$ cat src/design/rpnh_pkg.sv
// Shared types and fixed widths for the ray / polygon nearest-hit block.
package rpnh_pkg;

   localparam int COORD_BITS = 16;               // vertex and ray coordinates
   localparam int DIFF_W     = COORD_BITS + 1;   // coordinate differences
   localparam int MOP_W      = DIFF_W + 1;       // shared multiplier operand
   localparam int PROD_W     = 2 * MOP_W;        // shared multiplier product
   localparam int CROSS_W    = 2 * DIFF_W + 1;   // signed cross product sums
   localparam int MAG_W      = CROSS_W - 1;      // their magnitudes
   localparam int HALF_W     = MAG_W / 2;        // half of a magnitude
   localparam int ACC_W      = 2 * MAG_W + 2;    // wide compare accumulator
   localparam int SCALE_W    = MAG_W + DIFF_W - 1; // un * |dir|
   localparam int FRAC_BITS  = 8;
   localparam int NUM_W      = SCALE_W + FRAC_BITS + 2; // rounded dividend
   localparam int DEN_W      = MAG_W + 1;        // 2 * den
   localparam int OUT_W      = 24;
   localparam int QSAT_W     = OUT_W + 2;        // clamped quotient
   localparam int SUM_W      = OUT_W + 3;        // start*256 +/- quotient
   localparam int STEP_W     = 4;

   typedef enum logic [1:0] {
      CMD_APPEND  = 2'd0,
      CMD_REPLACE = 2'd1,
      CMD_CAST    = 2'd2,
      CMD_NONE    = 2'd3
   } cmd_type;

   // what to do with a product once it leaves the multiplier register
   typedef enum logic [3:0] {
      ACC_NONE,
      ACC_DEN_SET,
      ACC_DEN_SUB,
      ACC_UN_SET,
      ACC_UN_SUB,
      ACC_TN_SET,
      ACC_TN_SUB,
      ACC_ADD_L0,
      ACC_ADD_L1,
      ACC_ADD_L2,
      ACC_SUB_L0,
      ACC_SUB_L1,
      ACC_SUB_L2
   } acc_op_type;

   typedef struct packed {
      logic busy;
      logic done;
   } div_stat_type;

endpackage

$ cat src/design/rpnh_div.sv
// Restoring divider, one quotient bit per cycle.
module rpnh_div
   import rpnh_pkg::*;
(
   input  logic               clock,
   input  logic               reset,
   input  logic               start,
   input  logic [NUM_W-1:0]   num,
   input  logic [DEN_W-1:0]   den,
   output div_stat_type       stat,
   output logic [NUM_W-1:0]   quo
);

   localparam int CW = $clog2(NUM_W);

   logic [NUM_W-1:0] q_ff,   q_in;
   logic [DEN_W-1:0] rem_ff, rem_in;
   logic [DEN_W-1:0] den_ff, den_in;
   logic [CW-1:0]    cnt_ff, cnt_in;
   logic             busy_ff, busy_in;
   logic             done_ff, done_in;
   logic [DEN_W:0]   rem2;
   logic             ge;

   always_comb begin
      rem2    = {rem_ff, q_ff[NUM_W-1]};
      ge      = rem2 >= {1'b0, den_ff};
      q_in    = q_ff;
      rem_in  = rem_ff;
      den_in  = den_ff;
      cnt_in  = cnt_ff;
      busy_in = busy_ff;
      done_in = 1'b0;
      if (start) begin
         q_in    = num;
         rem_in  = '0;
         den_in  = den;
         cnt_in  = CW'(NUM_W - 1);
         busy_in = 1'b1;
      end else if (busy_ff) begin
         rem_in = ge ? DEN_W'(rem2 - {1'b0, den_ff}) : rem2[DEN_W-1:0];
         q_in   = {q_ff[NUM_W-2:0], ge};
         cnt_in = cnt_ff - CW'(1);
         if (cnt_ff == '0) begin
            busy_in = 1'b0;
            done_in = 1'b1;
         end
      end
   end

   always_ff @(posedge clock) begin
      if (reset) begin
         busy_ff <= 1'b0;
         done_ff <= 1'b0;
      end else begin
         busy_ff <= busy_in;
         done_ff <= done_in;
      end
      q_ff   <= q_in;
      rem_ff <= rem_in;
      den_ff <= den_in;
      cnt_ff <= cnt_in;
   end

   assign stat.busy = busy_ff;
   assign stat.done = done_ff;
   assign quo       = q_ff;

endmodule

$ cat config.mk
export PLATFORM = sky130hd
export DESIGN_NAME = rpnh_div
export DESIGN_NICKNAME = d
export VERILOG_FILES = /design/src/design/rpnh_pkg.sv /design/src/design/rpnh_div.sv
export SDC_FILE = /design/constraint.sdc
export NUM_CORES = 1
export LEC_CHECK = 0
export BUFFER_PORTS_ARGS = -buffer_cell sky130_fd_sc_hd__buf_2
export CORE_MARGIN = 2
export CORE_UTILIZATION = 55
export DETAILED_ROUTE_END_ITERATION = 16
export PLACE_DENSITY_LB_ADDON = 0.2
export SLEW_MARGIN = 20
export SYNTH_ARGS = -nofsm -noshare
export SYNTH_HDL_FRONTEND = slang
export SYNTH_SLANG_ARGS = --single-unit
$ cat constraint.sdc
create_clock -name clock -period 3.7 [get_ports clock]
set_input_delay 0.185 -clock clock [delete_from_list [all_inputs] [get_ports clock]]
set_output_delay 0.185 -clock clock [all_outputs]
set_load 0.05 [all_outputs]
# == After elaboration in Yosys (flattened, before gate mapping) ==
# Index checks and enable logic that the tools add are counted.
# totals
reg_bits,138
in_bits,98
out_inout_bits,62
word_cells,20
# classes
n_addsub,2
order_cmp,1
n_mux,7
bitwise_logic,1
reduce_logical,3
# ops
op,count
$mux 60,2
$ge 36x35->1,1
$mux 35,1
$sub 35x35->35,1
$logic_not 6->1,1
$sub 6x1->6 const B,1
$mux 1,4
$reduce_or 3->1,1
$reduce_bool 2->1,1
$not 1->1,1

# == Longest topological paths before layout ==
# depth
ltp_word,4
ltp_mapped,14
ltp_nobuf,12

# == Worst setup path before layout ==
# Ideal clock, no wire load.
# synth_timing
path_type,register to register
start,register q_ff[59] (netlist: quo[59])
end,register rem_ff[34]
setup_time_ns,0.075
arrival_time_ns,3.220
required_time_ns,3.625
slack_ns,0.406
stages_incl_launch_ff,14
path_buffers,1
synth_period_minus_slack_ns,3.294
path_cell_list,edfxtp_1 -> inv_1 -> ha_1 -> fa_1 -> nand2b_1 -> a21oi_1 -> o221a_4 -> a211oi_2 -> o21ai_1 -> a21oi_2 -> o21a_1 -> buf_4 -> or4_1 -> a31oi_1
# synth_between
elab_chain_cells,2
# synth_rtl
item,line_no,rtl
start: declaration,rpnh_div.sv:16,"logic [NUM_W-1:0] q_ff, q_in;"
start signal: assignment,rpnh_div.sv:59,q_ff <= q_in;
$sub 35x35->35 / $ge 36x35->1 (equally long branches),"rpnh_div.sv:41, rpnh_div.sv:27",
$mux 35 *,rpnh_div.sv:41,"rem_in = ge ? DEN_W'(rem2 - {1'b0, den_ff}) : rem2[DEN_W-1:0];"
end signal: assignment,rpnh_div.sv:60,rem_ff <= rem_in;
end: declaration,rpnh_div.sv:17,"logic [DEN_W-1:0] rem_ff, rem_in;"
# Every way passes the cells marked *; elsewhere a longest branch is shown, timed or not.
# A chain may end at the register's enable or synchronous reset.

# == Worst setup path after layout ==
# layout_timing
start,register q_ff[59] (netlist: quo[59])
end,register rem_ff[33]
# The elaborated chain is that of the path after synthesis.

==> results.toml <==
[status]
status = "completed"

[hold_path]
worstHoldPathType = "input pin to register"
hp-start = "num[32]"
hold-path-cell-count = 2
hold_path_end = "quo[32]$_DFFE_PP_"

[cells_and_area]
layout.nets = 1044
fill_cells = 1051
area_delta_synth_final_pct = 24.0
seqCellArea_um2 = 3710
diodes = 0
finish.utilization_pct = 69.0
layout-drive-gt1-share_pct = 29.8
multiInputGateArea_um2 = 3590
postLayoutCellArea_um2 = 9510

[clocking]
numCtsBuffers = 17
cts_sinks = 138
postCtsSetupBuffers = 0
cts_tree = "done"
clock-root-buffer = "clkbuf_16"
clk_pin_slew_ns = 0.07
clk_latency_ns = 0.42
cts_buffer_depth = 2
htree_num_levels = 4

[yosys]
synth_compound_area_share_pct = 15.7
synth_area_um2 = 7670
synth_area_leader_cell = "edfxtp_1"
synth_top_flop_cell = "edfxtp_1"
muxShareOfSynthArea_pct = 9.63
yosys_warnings = 0
syn_area_per_cell_um2 = 10.6
synth_top_family_by_area = "compound AO/OA/AOI/OAI gates"
synth_area_leaders = "edfxtp_1, dfxtp_1, mux2_2"
synth_xor_area_share_pct = 3.43
synth_cell_types = 63
synth_common_cells = "edfxtp_1, nand2_1, mux2_2, nor2_1, inv_1"
synth-seq-area-share_pct = 48.4
synth_top_area_share_pct = 37.2
synth.most_common_cell = "edfxtp_1"
yosys.area_share.simple_pct = 11.7
synth_edf_count = 95
syn_inst = 723
synthArstFlopShare_pct = 0
ys_ff_latch = 138
synth_nets = 859
synthAdderAreaFrac_pct = 6.30

[worst_setup_path]
cp.required_ns = 4.02
regToRegSetupSlack_ns = 0.27
cp_max_fo = 16
r2r_cells = 13
cp-start-kind = "register"
rr_startpoint = "quo[59]$_DFFE_PP_"
cp-startpoint = "quo[59]$_DFFE_PP_"
path_class = "register to register"
r2r_end = "rem_ff[33]$_SDFFE_PP0P_"
critPathArrivalTime_ns = 3.76
setup.worst_path.end_class = "register"

[pwr]
power_frac_clock_pct = 35.8
p_seq_share_pct = 40.6
ir_drop_mv = 0.452
leakage_uw = 0.00411
cellInternalPower_uw = 3200
power_frac_comb_pct = 23.5
p_sw_share_pct = 30.7
powerDensity_nw_per_um2 = 486
p_sw_uw = 1420

[placement]
placed_area_um2 = 8570
place_hpwl_mm = 12.5
port_buffers = 159
gp_congestion = 0.916

[sta]
skew_ns = 0.0191
final-setup-viol-count = 0
fmax_ghz = 0.291
drv_slew = 0
slew-limit-headroom_pct = 28.6
hold_violations = 0
rsz0062_at_grt = "no"
min_period_over_period_pct = 92.8
timing.hold.ws_ns = 0.0623
tightest_slew_ns = 1.07
min_period_ns = 3.43
finalSetupTns_ns = 0

[global_routing]
antenna_found_initial = 0
grt_pass1_wl_mm = 28.3
overflow = 0
grtUsageTotal_pct = 24.0
grt_max_degree = 92
grt_pass1_vias = 6034

[drt]
firstDrtPassIters = 5
drt-total-wl_mm = 17.5
routed_via_density = 5.59
vias = 6155
route.detailed.drc = 0
wl_per_cell_um = 15.9
ant_nets = 0
drt_iter0_drc = 367

[die]
rows = 43
io_pins = 160
initial_core_util_pct = 55.7
die_x_um = 122
core_region_area_um2 = 13800
die_y_um = 122
die-area_um2 = 14900

[flow_run]
cap_violations = 0
-- metrics by stage --
step / instances / power, uW / setup WS (ns)
after global placement: 1033 / 2930 / 0.410
after detailed placement: 1033 / 2950 / 0.281
after CTS: 1101 / 4650 / 0.270
after global routing: 1101 / 4830 / 0.00593
after floorplan: 723 / 2700 / 0.406
final: 1101 / 4620 / 0.266
-- worst max path at each step --
stage,cells past startpoint,end
after CTS,13,rem_ff[33]$_SDFFE_PP0P_
after floorplan,13,rem_ff[34]$_SDFFE_PP0P_
after global routing,13,rem_ff[33]$_SDFFE_PP0P_
final,13,rem_ff[33]$_SDFFE_PP0P_
after global placement,13,rem_ff[33]$_SDFFE_PP0P_
after detailed placement,13,rem_ff[33]$_SDFFE_PP0P_
-- state kept, by name, indices dropped and copies added (netlist names) --
| register | cells |
|---|---|
| quo | 60 |
| den_ff | 35 |
| rem_ff | 35 |
| cnt_ff | 6 |
| busy_ff | 1 |
| done_ff | 1 |
-- placed cells by master (no fill, tap or decap), types with 3 or more instances in the layout --
master / instances
nand4_1: 3
a311oi_1: 23
a21oi_1: 37
clkinvlp_4: 5
nor4_1: 4
o21bai_1: 7
buf_2: 158
a31o_2: 3
inv_6: 4
buf_4: 9
o31ai_1: 8
nand2b_1: 10
mux2i_1: 4
inv_1: 48
clkbuf_16: 17
a211oi_1: 5
nor2_1: 52
nand2_1: 85
nor3b_1: 7
nor3_1: 9
a211o_1: 5
o21a_1: 7
dlygate4sd3_1: 36
nand3_1: 12
mux2_2: 62
a21o_1: 19
nor2b_1: 3
ha_1: 37
dfxtp_1: 42
xnor2_1: 21
a31oi_1: 5
o21ai_0: 20
edfxtp_1: 95
or3_1: 3
and3_1: 3
xor2_1: 9
-- routing by layer --
layer / GRT usage, % / up-vias / share of wire, %
met5: 0 / - / 0
li1: - / 3006 / -
met2: 40.9 / 215 / 49
met4: 6.39 / 0 / 0.95
met3: 8.19 / 16 / 7.2
met1: 29.2 / 2918 / 43
-- area by class of cell --
cell class                 count  share of cell area (%)
sequential                   138                    39.1
clock buffer                  19                    4.55
inverter                      49                    1.93
tap                          180                    2.37
clock inverter                13                    1.49
multi-input combinational    499                    37.8
timing repair buffer         203                    12.8
-- cell families (layout without fill, tap and decap cells) --
family / after synthesis / count (layout)
XOR/XNOR: 30 / 30
flip-flops: 138 / 138
multiplexers: 66 / 66
buffers and inverters: 86 / 284
AND/OR/NAND/NOR: 199 / 199
adder cells (fa/ha/maj): 38 / 38
AO/OA/AOI/OAI: 166 / 166
-- timing repair --
action,4_1_cts,5_1_grt
resized for setup,0,0
hold buffers,36,0
hold endpoints to repair,37,0
-- critical path, stage by stage (launching register included) --
cell,delay [ns]
edfxtp_1,0.34
inv_1,0.06
ha_1,0.22
fa_1,0.39
nand2b_1,0.19
a21oi_1,0.26
o221a_4,0.25
a211oi_2,0.09
o21ai_1,0.18
a21oi_2,0.11
o21a_1,0.35
buf_4,0.27
or4_1,0.52
o311ai_1,0.08
-- power groups by stage --
stage          logic, uW  registers, uW  clock network, uW
3_3_place_gp        1030           1900                  0
2_1_floorplan        564           2140                  0
5_1_grt             1180           1890               1750
3_5_place_dp        1050           1910                  0
4_1_cts             1080           1880               1690
6_report            1090           1880               1660
Note: power is estimated with default switching activity, not from simulation.
