==> config.mk <==
export PLATFORM = sky130hd
export DESIGN_NAME = rpnh_mul
export DESIGN_NICKNAME = d
export VERILOG_FILES = /design/src/design/rpnh_pkg.sv /design/src/design/rpnh_mul.sv
export SDC_FILE = /design/constraint.sdc
export NUM_CORES = 1
export LEC_CHECK = 0
export BUFFER_PORTS_ARGS = -buffer_cell sky130_fd_sc_hd__buf_2
export CAP_MARGIN = 20
export CELL_PAD_IN_SITES_DETAIL_PLACEMENT = 0
export CELL_PAD_IN_SITES_GLOBAL_PLACEMENT = 1
export CORE_UTILIZATION = 50
export DETAILED_ROUTE_END_ITERATION = 10
export PLACE_DENSITY = 0.83
export REMOVE_ABC_BUFFERS = 1
export SLEW_MARGIN = 20
export SYNTH_ARGS = -nofsm -noshare
export SYNTH_HDL_FRONTEND = slang
export SYNTH_SLANG_ARGS = --single-unit
==> constraint.sdc <==
create_clock -name clock -period 8.1 [get_ports clock]
set_input_delay 0 -clock clock [delete_from_list [all_inputs] [get_ports clock]]
set_output_delay 0 -clock clock [all_outputs]
set_load 0.02 [all_outputs]
==> src/design/rpnh_pkg.sv <==
// Shared types and fixed widths for the ray / polygon nearest-hit block.
package rpnh_pkg;

   localparam int COORD_BITS = 16;               // vertex and ray coordinates
   localparam int DIFF_W     = COORD_BITS + 1;   // coordinate differences
   localparam int MOP_W      = DIFF_W + 1;       // shared multiplier operand
   localparam int PROD_W     = 2 * MOP_W;        // shared multiplier product
   localparam int CROSS_W    = 2 * DIFF_W + 1;   // signed cross product sums
   localparam int MAG_W      = CROSS_W - 1;      // their magnitudes
   localparam int HALF_W     = MAG_W / 2;        // half of a magnitude
   localparam int ACC_W      = 2 * MAG_W + 2;    // wide compare accumulator
   localparam int SCALE_W    = MAG_W + DIFF_W - 1; // un * |dir|
   localparam int FRAC_BITS  = 8;
   localparam int NUM_W      = SCALE_W + FRAC_BITS + 2; // rounded dividend
   localparam int DEN_W      = MAG_W + 1;        // 2 * den
   localparam int OUT_W      = 24;
   localparam int QSAT_W     = OUT_W + 2;        // clamped quotient
   localparam int SUM_W      = OUT_W + 3;        // start*256 +/- quotient
   localparam int STEP_W     = 4;

   typedef enum logic [1:0] {
      CMD_APPEND  = 2'd0,
      CMD_REPLACE = 2'd1,
      CMD_CAST    = 2'd2,
      CMD_NONE    = 2'd3
   } cmd_type;

   // what to do with a product once it leaves the multiplier register
   typedef enum logic [3:0] {
      ACC_NONE,
      ACC_DEN_SET,
      ACC_DEN_SUB,
      ACC_UN_SET,
      ACC_UN_SUB,
      ACC_TN_SET,
      ACC_TN_SUB,
      ACC_ADD_L0,
      ACC_ADD_L1,
      ACC_ADD_L2,
      ACC_SUB_L0,
      ACC_SUB_L1,
      ACC_SUB_L2
   } acc_op_type;

   typedef struct packed {
      logic busy;
      logic done;
   } div_stat_type;

endpackage

==> src/design/rpnh_mul.sv <==
// Shared signed multiplier with registered product and its accumulate tag.
module rpnh_mul
   import rpnh_pkg::*;
(
   input  logic                     clock,
   input  logic                     reset,
   input  logic signed [MOP_W-1:0]  op_a,
   input  logic signed [MOP_W-1:0]  op_b,
   input  acc_op_type               acc_op,
   output logic signed [PROD_W-1:0] prod,
   output acc_op_type               prod_op
);

   logic signed [PROD_W-1:0] prod_ff;
   acc_op_type               op_ff;

   always_ff @(posedge clock) begin
      if (reset) begin
         op_ff <= ACC_NONE;
      end else begin
         op_ff <= acc_op;
      end
      prod_ff <= op_a * op_b;
   end

   assign prod    = prod_ff;
   assign prod_op = op_ff;

endmodule

# Word-level counts from Yosys, hierarchy flattened
# Cells that the tools add are included.
# Widths: inputs -> output; s select.
# classes
mul	1
# ops
op	n
$mul 18x18->36	1
# totals
regBits	40

# Longest topological paths before layout
# Gate-level depths: netlist (run 1).
# logic_depth
word_depth	1
ltp_mapped	25
depth_no_buf	23

# Worst setup path after synthesis (run 1)
# No wires, ideal clock.
# synth_timing
path_type	input to register
from	input port op_a[17]
to	register prod_ff[35], in the netlist prod[35]
setup_time_ns	0.064
arrival_ns	5.679
required_ns	8.036
slack_ns	2.357
cell_stages	25
path_cell_list	clkbuf_1 > clkbuf_1 > nand2_1 > inv_1 > fa_1 > inv_1 > fa_1 > inv_1 > ha_1 > inv_1 > fa_1 > inv_1 > fa_1 > inv_1 > fa_1 > inv_1 > ha_1 > a21oi_1 > o21ai_0 > a211oi_1 > o21ai_0 > o21ai_0 > o21ai_2 > or4_1 > nand4_1
# synth_between
elab_chain_len	1
# synth_lines
element	line	text
from (decl)	rpnh_mul.sv:7	input logic signed [MOP_W-1:0] op_a,
$mul 18x18->36	rpnh_mul.sv:23	prod_ff <= op_a * op_b;
to (signal assigned)	rpnh_mul.sv:23	
to (decl)	rpnh_mul.sv:14	logic signed [PROD_W-1:0] prod_ff;
# Every way passes these cells.
# A chain may end at the register's enable or synchronous reset.

# Worst setup path in the final report (run 1)
# Ends and elaborated chain as after synthesis.

==> results of run 1 <==
-- state kept, by name (all words and copies together), names as in the netlist --
register	count
prod_op	4
prod	36
-- per-stage QoR --
stage,instances,utilization,instance area [um^2]
global placement,1742,0.5371,13560
CTS,1755,0.5450,13760
finish,1755,0.5450,13760
global route,1755,0.5450,13760
floorplan,1331,-,12740
detailed placement,1742,0.5371,13560
-- cell usage after synthesis, types with 4 or more instances --
cell      count  area (um^2)
nand3_1       8        40.04
nand2_1     164        615.6
a21oi_1      25        125.1
clkbuf_1     45        168.9
nand2b_1      8        50.05
o211ai_1      4        30.03
xnor2_1      25        219.0
nor2b_1      22        137.6
dfxtp_1      40        800.8
inv_1       367         1378
xor2_1       11        96.34
a21o_1        4        30.03
and2_1      161         1007
nor3_1        6        30.03
o21ai_0      15        75.07
fa_1        329         6586
nor2_1       15        56.30
ha_1         93         1164
-- cell type report --
cell class | count | share of cell area
repair buffers | 86 | 0.03309
inverters | 367 | 0.1001
clock buffers | 7 | 0.01036
well taps | 330 | 0.03000
clock inverters | 1 | 0.0005455
flip-flops and latches | 40 | 0.05818
multi-input cells | 924 | 0.7677
-- final timing paths --
kind	from	to	cells past startpoint
worst max-delay path	op_a[17]	prod[35]	24
worst min-delay path	op_b[0]	prod[0]	2
-- what timing repair did --
item	in CTS	in global routing
endpoints found under the setup margin	0	0
hold endpoints to repair	4	0
hold buffers	5	0
-- kinds of logic after synthesis --
| logic type | share of synthesized area |
|---|---|
| AO/OA/AOI/OAI | 0.03856 |
| XOR/XNOR | 0.02442 |
| adder cells (fa/ha/maj) | 0.6001 |
| buffers and inverters | 0.1198 |
| flip-flops | 0.06201 |
| multiplexers | 0.0008719 |
| AND/OR/NAND/NOR | 0.1542 |
-- routing by layer --
layer,global-route usage,vias to the layer above
met5,0,-
met4,0.08071,0
met3,0.02878,63
met2,0.4410,256
met1,0.3192,4581
li1,-,4041
==> results.sh, run 1 <==
export IMPL_cpMostUsedCell="inv_1"
export IMPL_gp_congestion=0.8597
export IMPL_netlist_instances=1376
export IMPL_syn_area_per_cell_um2=9.385
export IMPL_port_buffers=81
export IMPL_worstPathCellList="buf_2, nand2_1, inv_1, fa_1, inv_1, fa_1, inv_1, ha_1, inv_1, fa_1, inv_1, fa_1, inv_1, fa_1, inv_1, ha_1, a21oi_1, o21ai_0, a211oi_1, o21ai_0, o21ai_0, o21ai_2, or4_1, nand4_1"
export IMPL_netlist_cell_type_count=42
export IMPL_max_slew_margin=0.5995
export IMPL_setup_tns_ps=0
export IMPL_grt_antenna_before_repair=0
export IMPL_die_w_um=162.7
export IMPL_worst_pin_slew_ps=600.8
export IMPL_arrival_ps=6010
export IMPL_grt_pass1_wl_um=50270
export IMPL_final_common_cell="inv_1"
export IMPL_finalHoldViolations=0
export IMPL_numClockSinks=40
export IMPL_maxCapViolCount=0
export IMPL_yosysSeqAreaShare=0.06201
export IMPL_cp_max_fo=18
export IMPL_drive_above_1_share=0.06737
export IMPL_max_freq_mhz=173.2
export IMPL_routed_top_layer="met4"
export IMPL_rsz0062_at_grt="no"
export IMPL_die_y_um=162.7
export IMPL_critPathCaptureType="register"
export IMPL_ys_flop_type="dfxtp_1"
export IMPL_dr_pass1_iters=5
export IMPL_cp_slowest_cell="fa_1"
export IMPL_drt_iter0_markers=393
export IMPL_clk_path_buf_depth=2
export IMPL_nets=1888
export IMPL_holdCritPathClass="in2reg"
export IMPL_synth_seq_cells=40
export IMPL_routedWlPerCell_um=17.13
export IMPL_pre_cts_slack_ps=1973
export IMPL_design_core_area_um2=25250
export IMPL_cp_top_family="adder cells"
export IMPL_diodes=0
export IMPL_status="completed"
export IMPL_finalSetupViolCount=0
export IMPL_overflow=0
export IMPL_syn_area_um2=12910
export IMPL_cts_resized=0
export IMPL_slew_viol_final=0
export IMPL_crit_buf_inv=8
export IMPL_cts_tree="yes"
export IMPL_cp_start_kind="primary input"
export IMPL_drc=0
export IMPL_vias_per_cell=5.095
export IMPL_final_cell_mix="inv_1 (367), fa_1 (329), nand2_1 (164)"
export IMPL_regArea_um2=800.8
export IMPL_post_cts_buffers=0
export IMPL_cts_reportedPaths_clkPinSlew_ps=60
export IMPL_wl_met3_um=1252
export IMPL_root_buffer="clkbuf_16"
export IMPL_htree_levels=2
export IMPL_io_pins=82
export IMPL_globalRouteTotalUtil=0.2498
export IMPL_slowest_delay_ps=540
export IMPL_synth_edf_count=0
export IMPL_dp_final_hpwl_um=24570
export IMPL_yosys_warnings=0
export IMPL_cts_buffers=5
export IMPL_rows=58
export IMPL_finalCritPeriodShare=0.7127
export IMPL_area_growth_synth_to_final_pct=6.579
export IMPL_fillers=2298
export IMPL_grt_pass1_vias=9767
export IMPL_ant_nets=0
export IMPL_hold_ws_ps=138.6
export IMPL_required_ps=8340
export IMPL_grt_max_degree=20
export IMPL_path_class="in2reg"
export IMPL_ys_async_sr_fraction=0
export IMPL_die_area_um2=26470
export IMPL_drt_total_wl_um=30060
export IMPL_start_util=0.5113
export IMPL_wl_met1_um=12470
export IMPL_via_count=8941
export IMPL_fin_crit_ps=5773
export IMPL_layout_setup_ws_ps=2327
export IMPL_route_met2_wl_um=15350
export IMPL_multi_input_area_um2=10570
Power of run 1 is not shown: default switching activity piles up to over one toggle a cycle in this logic, so the estimate is an artifact.
==> run 2, diff against run 1 <==
--- a/config.mk
+++ b/config.mk
@@ -9,9 +9,9 @@
 export CAP_MARGIN = 20
 export CELL_PAD_IN_SITES_DETAIL_PLACEMENT = 0
 export CELL_PAD_IN_SITES_GLOBAL_PLACEMENT = 1
-export CORE_UTILIZATION = 50
+export CORE_UTILIZATION = 45
 export DETAILED_ROUTE_END_ITERATION = 10
-export PLACE_DENSITY = 0.83
+export PLACE_DENSITY = 0.78
 export REMOVE_ABC_BUFFERS = 1
 export SLEW_MARGIN = 20
 export SYNTH_ARGS = -nofsm -noshare
==> constraint.sdc (replaced) <==
create_clock -name clock -period 4.9 [get_ports clock]
set_input_delay 0 -clock clock [delete_from_list [all_inputs] [get_ports clock]]
set_output_delay 0 -clock clock [all_outputs]
set_load 0.02 [all_outputs]
==> run 2 against run 1 <==
  * The flow now finishes with violations (setup timing)
  * Final cell count grew 15%
  * Sequential cell count is the same
  * Non-clock buffer count rose by 209
  * Sequential share of layout area fell by 0.97 points
  * Clock-buffer cell count shrank 1
  * Via count rose by 8.3%
  * Core utilization increased by 4.5 points
  * Worst setup slack lost 2500 ps
  * Hold slack better by 41 ps
  * Highest routed layer unchanged
==> results.sh, run 2 (synthesized netlist as in run 1, its figures left out) <==
export IMPL_status="complete, but fails checks"
export IMPL_violations="setup timing"
export IMPL_crit_buf_inv=5
export IMPL_overflow=0
export IMPL_cts_buffers=5
export IMPL_design_area_um2=16520
export IMPL_arrival_ps=5360
export IMPL_routedWlPerCell_um=16.55
export IMPL_required_ps=5140
export IMPL_slew_viol_final=0
export IMPL_drt_total_wl_um=33310
export IMPL_worstPathCellList="buf_6, and2_1, fa_1, inv_1, fa_1, inv_1, fa_1, inv_1, fa_1, fa_1, fa_1, inv_1, ha_4, a21oi_4, o21ai_2, a221o_1, a22oi_4, o21ai_2, or4_1, nand4_1"
export IMPL_cts_reportedPaths_clkPinSlew_ps=70
export IMPL_ant_nets=0
export IMPL_nets=2097
export IMPL_cp_start_kind="primary input"
export IMPL_die_w_um=171.4
export IMPL_post_dp_cell_area_um2=15000
export IMPL_gp_congestion=0.8960
export IMPL_cts_tree="yes"
export IMPL_cp_top_family="adder cells"
export IMPL_io_pins=82
export IMPL_setup_tns_ps=-761.1
export IMPL_area_growth_synth_to_final_pct=27.91
export IMPL_start_util=0.4610
export IMPL_numClockSinks=40
export IMPL_grt_pass1_wl_um=52970
export IMPL_finalSetupViolCount=10
export IMPL_layout_setup_ws_ps=-217.8
export IMPL_path_class="in2reg"
export IMPL_cpMostUsedCell="fa_1"
export IMPL_grt_max_degree=17
export IMPL_cp_max_fo=6
export IMPL_die_y_um=171.4
export IMPL_largest_reg_flops=36
export IMPL_dr_pass1_iters=4
export IMPL_clk_path_buf_depth=2
export IMPL_drc=0
export IMPL_htree_levels=2
export IMPL_max_slew_margin=0.7701
export IMPL_max_freq_mhz=195.4
export IMPL_die_area_um2=29380
export IMPL_globalRouteTotalUtil=0.2378
export IMPL_drive_above_1_share=0.2778
export IMPL_slowest_delay_ps=560
export IMPL_fin_crit_ps=5118
export IMPL_port_buffers=81
export IMPL_rows=61
export IMPL_drt_iter0_markers=385
export IMPL_cp_slowest_cell="fa_1"
export IMPL_final_cell_mix="inv_1 (340), fa_1 (304), buf_4 (182)"
export IMPL_fillers=2422
export IMPL_root_buffer="clkbuf_16"
export IMPL_via_count=9684
export IMPL_finalHoldViolations=0
export IMPL_design_core_area_um2=28010
export IMPL_final_common_cell="inv_1"
export IMPL_rsz0062_at_grt="yes"
export IMPL_grt_antenna_before_repair=0
export IMPL_dp_final_hpwl_um=27680
export IMPL_grt_pass1_vias=10460
export IMPL_finalCritPeriodShare=1.044
export IMPL_holdCritPathClass="in2reg"
export IMPL_maxCapViolCount=0
export IMPL_worst_pin_slew_ps=344.8
export IMPL_vias_per_cell=4.811
export IMPL_critPathCaptureType="register"
run 2: final timing paths:
| kind | start | endpoint | slack (ps) | depth (start not counted) |
|---|---|---|---|---|
| min | op_b[0] | prod[0] | 180 | 3 |
| max | op_b[3] | prod[35] | -220 | 20 |
run 2: routing by layer:
metal / share of wire / GRT usage
met5: 0 / 0
met4: 0.042 / 0.09200
met3: 0.041 / 0.03474
met2: 0.52 / 0.4183
met1: 0.40 / 0.2940
run 2: repair_timing:
| action | in CTS | in global routing |
|---|---|---|
| endpoints found under the setup margin | 18 | 17 |
| endpoints found under the hold margin | 4 | 0 |
| buffers inserted | 16 | 19 |
| hold buffers | 5 | 0 |
| gates cloned | 0 | 3 |
| pin swaps | 38 | 73 |
| gates resized for setup | 132 | 136 |
run 2: area by class of cell:
class                      instances  area (um^2)  share of cell area
tap                              378        473.0             0.02863
clock inverter                     2        35.03            0.002121
inverter                         367         1378             0.08340
multi-input combinational        924        11260              0.6815
sequential                        40        800.8             0.04848
timing repair buffer             295         2444              0.1479
clock buffer                       6        128.9            0.007802
antenna                            1        2.502           0.0001515
run 2: through the flow:
stage / setup slack (ps) / hold slack, ps / std cells / util
floorplan: -428.5 / 71.61 / 1331 / -
global placement: -805.3 / 204.8 / 1968 / 0.5354
detailed placement: -795.3 / 214.6 / 1968 / 0.5354
CTS: -208.6 / 175.2 / 1994 / 0.5656
global route: -396.1 / 198.7 / 2012 / 0.5896
finish: -217.8 / 180.0 / 2013 / 0.5897
Power of run 2 is left out for the same reason.
==> run 3, diff against run 2 <==
--- a/config.mk
+++ b/config.mk
@@ -5,13 +5,13 @@
 export SDC_FILE = /design/constraint.sdc
 export NUM_CORES = 1
 export LEC_CHECK = 0
+export ABC_AREA = 1
 export BUFFER_PORTS_ARGS = -buffer_cell sky130_fd_sc_hd__buf_2
-export CAP_MARGIN = 20
 export CELL_PAD_IN_SITES_DETAIL_PLACEMENT = 0
 export CELL_PAD_IN_SITES_GLOBAL_PLACEMENT = 1
-export CORE_UTILIZATION = 45
+export CORE_UTILIZATION = 44
 export DETAILED_ROUTE_END_ITERATION = 10
-export PLACE_DENSITY = 0.78
+export PLACE_DENSITY = 0.8
 export REMOVE_ABC_BUFFERS = 1
 export SLEW_MARGIN = 20
 export SYNTH_ARGS = -nofsm -noshare
==> run 3 against run 2 <==
  * The run now ends clean
  * Sequential share of layout area is essentially flat
  * Wire length rose by 3.7%
  * Die area grew 11%
  * Highest routed layer unchanged
  * Fmax rose by 7.9%
==> results.sh, run 3 <==
export IMPL_status="completed"
export IMPL_required_ps=5090
export IMPL_ant_nets=0
export IMPL_grt_pass1_vias=11950
export IMPL_fin_crit_ps=4742
export IMPL_drt_iter0_markers=458
export IMPL_min_to="prod[0]"
export IMPL_drive_above_1_share=0.1687
export IMPL_final_util=0.5373
export IMPL_finalCritPeriodShare=0.9678
export IMPL_worst_pin_slew_ps=346.2
export IMPL_cts_reportedPaths_clkPinSlew_ps=70
export IMPL_cp_max_fo=6
export IMPL_rsz0062_at_grt="yes"
export IMPL_root_buffer="clkbuf_16"
export IMPL_worstPathCellList="buf_2, buf_4, nand2_1, inv_1, fa_1, inv_1, fa_1, fa_2, inv_1, fa_2, fa_1, fa_2, ha_4, buf_4, nand2_1, inv_1, nand2_1, nand3_1, nand2_1, nand2_1, a21oi_1, nand2_1, nand2_1, nand2_1"
export IMPL_yosysSeqAreaShare=0.05719
export IMPL_netlist_instances=1833
export IMPL_syn_area_um2=14000
export IMPL_numClockSinks=40
export IMPL_slowest_delay_ps=590
export IMPL_nets=2479
export IMPL_port_buffers=81
export IMPL_synth_edf_count=0
export IMPL_via_count=11030
export IMPL_die_y_um=180.4
export IMPL_design_area_um2=16610
export IMPL_cpMostUsedCell="nand2_1"
export IMPL_path_class="in2reg"
export IMPL_die_area_um2=32540
export IMPL_synth_commonest_cells="inv_1 (606), nand2_1 (498), fa_1 (329)"
export IMPL_routedWlPerCell_um=14.33
export IMPL_max_freq_mhz=210.9
export IMPL_start_util=0.4530
export IMPL_post_dp_cell_area_um2=15950
export IMPL_yosysMostFrequentCell="inv_1"
export IMPL_vias_per_cell=4.571
export IMPL_finalSetupViolCount=0
export IMPL_grt_pass1_wl_um=59350
export IMPL_yosysTopAreaCell="fa_1"
export IMPL_cp_slowest_cell="fa_2"
export IMPL_final_cells=2412
export IMPL_largest_reg_flops=36
export IMPL_max_slew_margin=0.7692
export IMPL_diodes=0
export IMPL_clk_path_buf_depth=2
export IMPL_synth_seq_cells=40
export IMPL_yosys_warnings=0
export IMPL_arrival_ps=4930
export IMPL_critPathCaptureType="register"
export IMPL_rows=64
export IMPL_finalHoldViolations=0
export IMPL_cts_tree="yes"
export IMPL_dr_pass1_iters=5
export IMPL_final_cell_mix="inv_1 (599), nand2_1 (483), fa_1 (323)"
export IMPL_syn_area_per_cell_um2=7.638
export IMPL_grt_antenna_before_repair=0
export IMPL_drc=0
export IMPL_drt_total_wl_um=34550
export IMPL_globalRouteTotalUtil=0.2284
export IMPL_die_w_um=180.4
export IMPL_hold_ws_ps=204.5
export IMPL_final_common_cell="inv_1"
export IMPL_hp_start="op_a[0]"
export IMPL_hold_path_cell_count=4
export IMPL_synth_top_cell_area_share=0.4704
export IMPL_grt_max_degree=19
export IMPL_htree_levels=2
export IMPL_cp_start_kind="primary input"
export IMPL_gp_congestion=0.8819
export IMPL_maxCapViolCount=0
export IMPL_dp_final_hpwl_um=31220
export IMPL_slew_viol_final=0
export IMPL_area_growth_synth_to_final_pct=18.62
export IMPL_cts_buffers=5
export IMPL_io_pins=82
export IMPL_ys_flop_type="dfxtp_1"
export IMPL_holdCritPathClass="in2reg"
export IMPL_design_core_area_um2=30910
export IMPL_ys_async_sr_fraction=0
export IMPL_placed_cells_incl_taps=2398
export IMPL_overflow=0
export IMPL_netlist_cell_type_count=26
export IMPL_synth_area_top_cells="fa_1 (47%), inv_1 (16%), nand2_1 (13%), ha_1 (8.3%), dfxtp_1 (5.7%)"
==> run 3: changes by cell type after synthesis, moves of 20 or more <==
| cell | before | now |
|---|---|---|
| nand3_1 | 8 | 29 |
| and2_1 | 161 | 4 |
| nor2_1 | 15 | 66 |
| inv_1 | 367 | 606 |
| xnor2_1 | 25 | 5 |
| clkbuf_1 | 45 | 71 |
| nand2_1 | 164 | 498 |
| nor2b_1 | 22 | 0 |
==> run 3: kinds of logic after synthesis <==
kind of cell    count (synthesis)  synth area share
fa+ha+maj                     422            0.5535
compound gates                 38           0.01483
xor+xnor                       20           0.01251
buf+inv                       681            0.1826
flops                          40           0.05719
simple gates                  632            0.1794
==> run 3: worst max-delay path by stage <==
stage                     slack (ps)       end  cells after the start  startpoint
after floorplan                  190  prod[32]                     23     op_b[1]
after global placement          -330  prod[27]                     24    op_a[17]
after detailed placement        -310  prod[25]                     21     op_b[3]
after CTS                          2  prod[24]                     21     op_b[3]
after global routing             -20  prod[33]                     25    op_a[17]
final                            160  prod[32]                     24    op_a[14]
==> run 3: per-layer routing <==
metal / vias up / GRT usage / part of all wire
met1: 5426 / 0.2796 / 0.42
li1: 5387 / - / -
met2: 167 / 0.4402 / 0.54
met5: - / 0 / 0
met4: 0 / 0.04650 / 0.019
met3: 45 / 0.01273 / 0.025
==> run 3: what timing repair did <==
item                                   in CTS  in global routing
setup endpoints to repair                   3                 20
hold buffers                                5                  0
gates resized for setup                     3                 95
setup buffers                               0                  1
pin swaps                                   0                 17
endpoints found under the hold margin       4                  0
==> run 3: through the flow <==
step	setup TNS [ps]	setup slack (ps)
after global placement	-3879	-328.1
after detailed placement	-4174	-306.2
after global routing	-72.25	-24.11
final	0	157.8
after CTS	0	1.591
after floorplan	0	190.9
==> run 3: final cells by class <==
class                           instances  area (um^2)
Sequential cell                        40        800.8
Fill cell                            2985        14300
Inverter                              610         2290
Multi-Input combinational cell       1112        11040
Clock buffer                            5        125.1
Clock inverter                          3        46.29
Timing Repair Buffer                  246         1808
Tap cell                              396        495.5
==> run 3: critical path: cells and delay by family <==
kind | cells | cell delay [ps]
AO/OA/AOI/OAI | 1 | 170
AND/OR/NAND/NOR | 9 | 670
adder cells (fa/ha/maj) | 7 | 3410
buffers and inverters | 7 | 690
Power of run 3 is left out for the same reason.
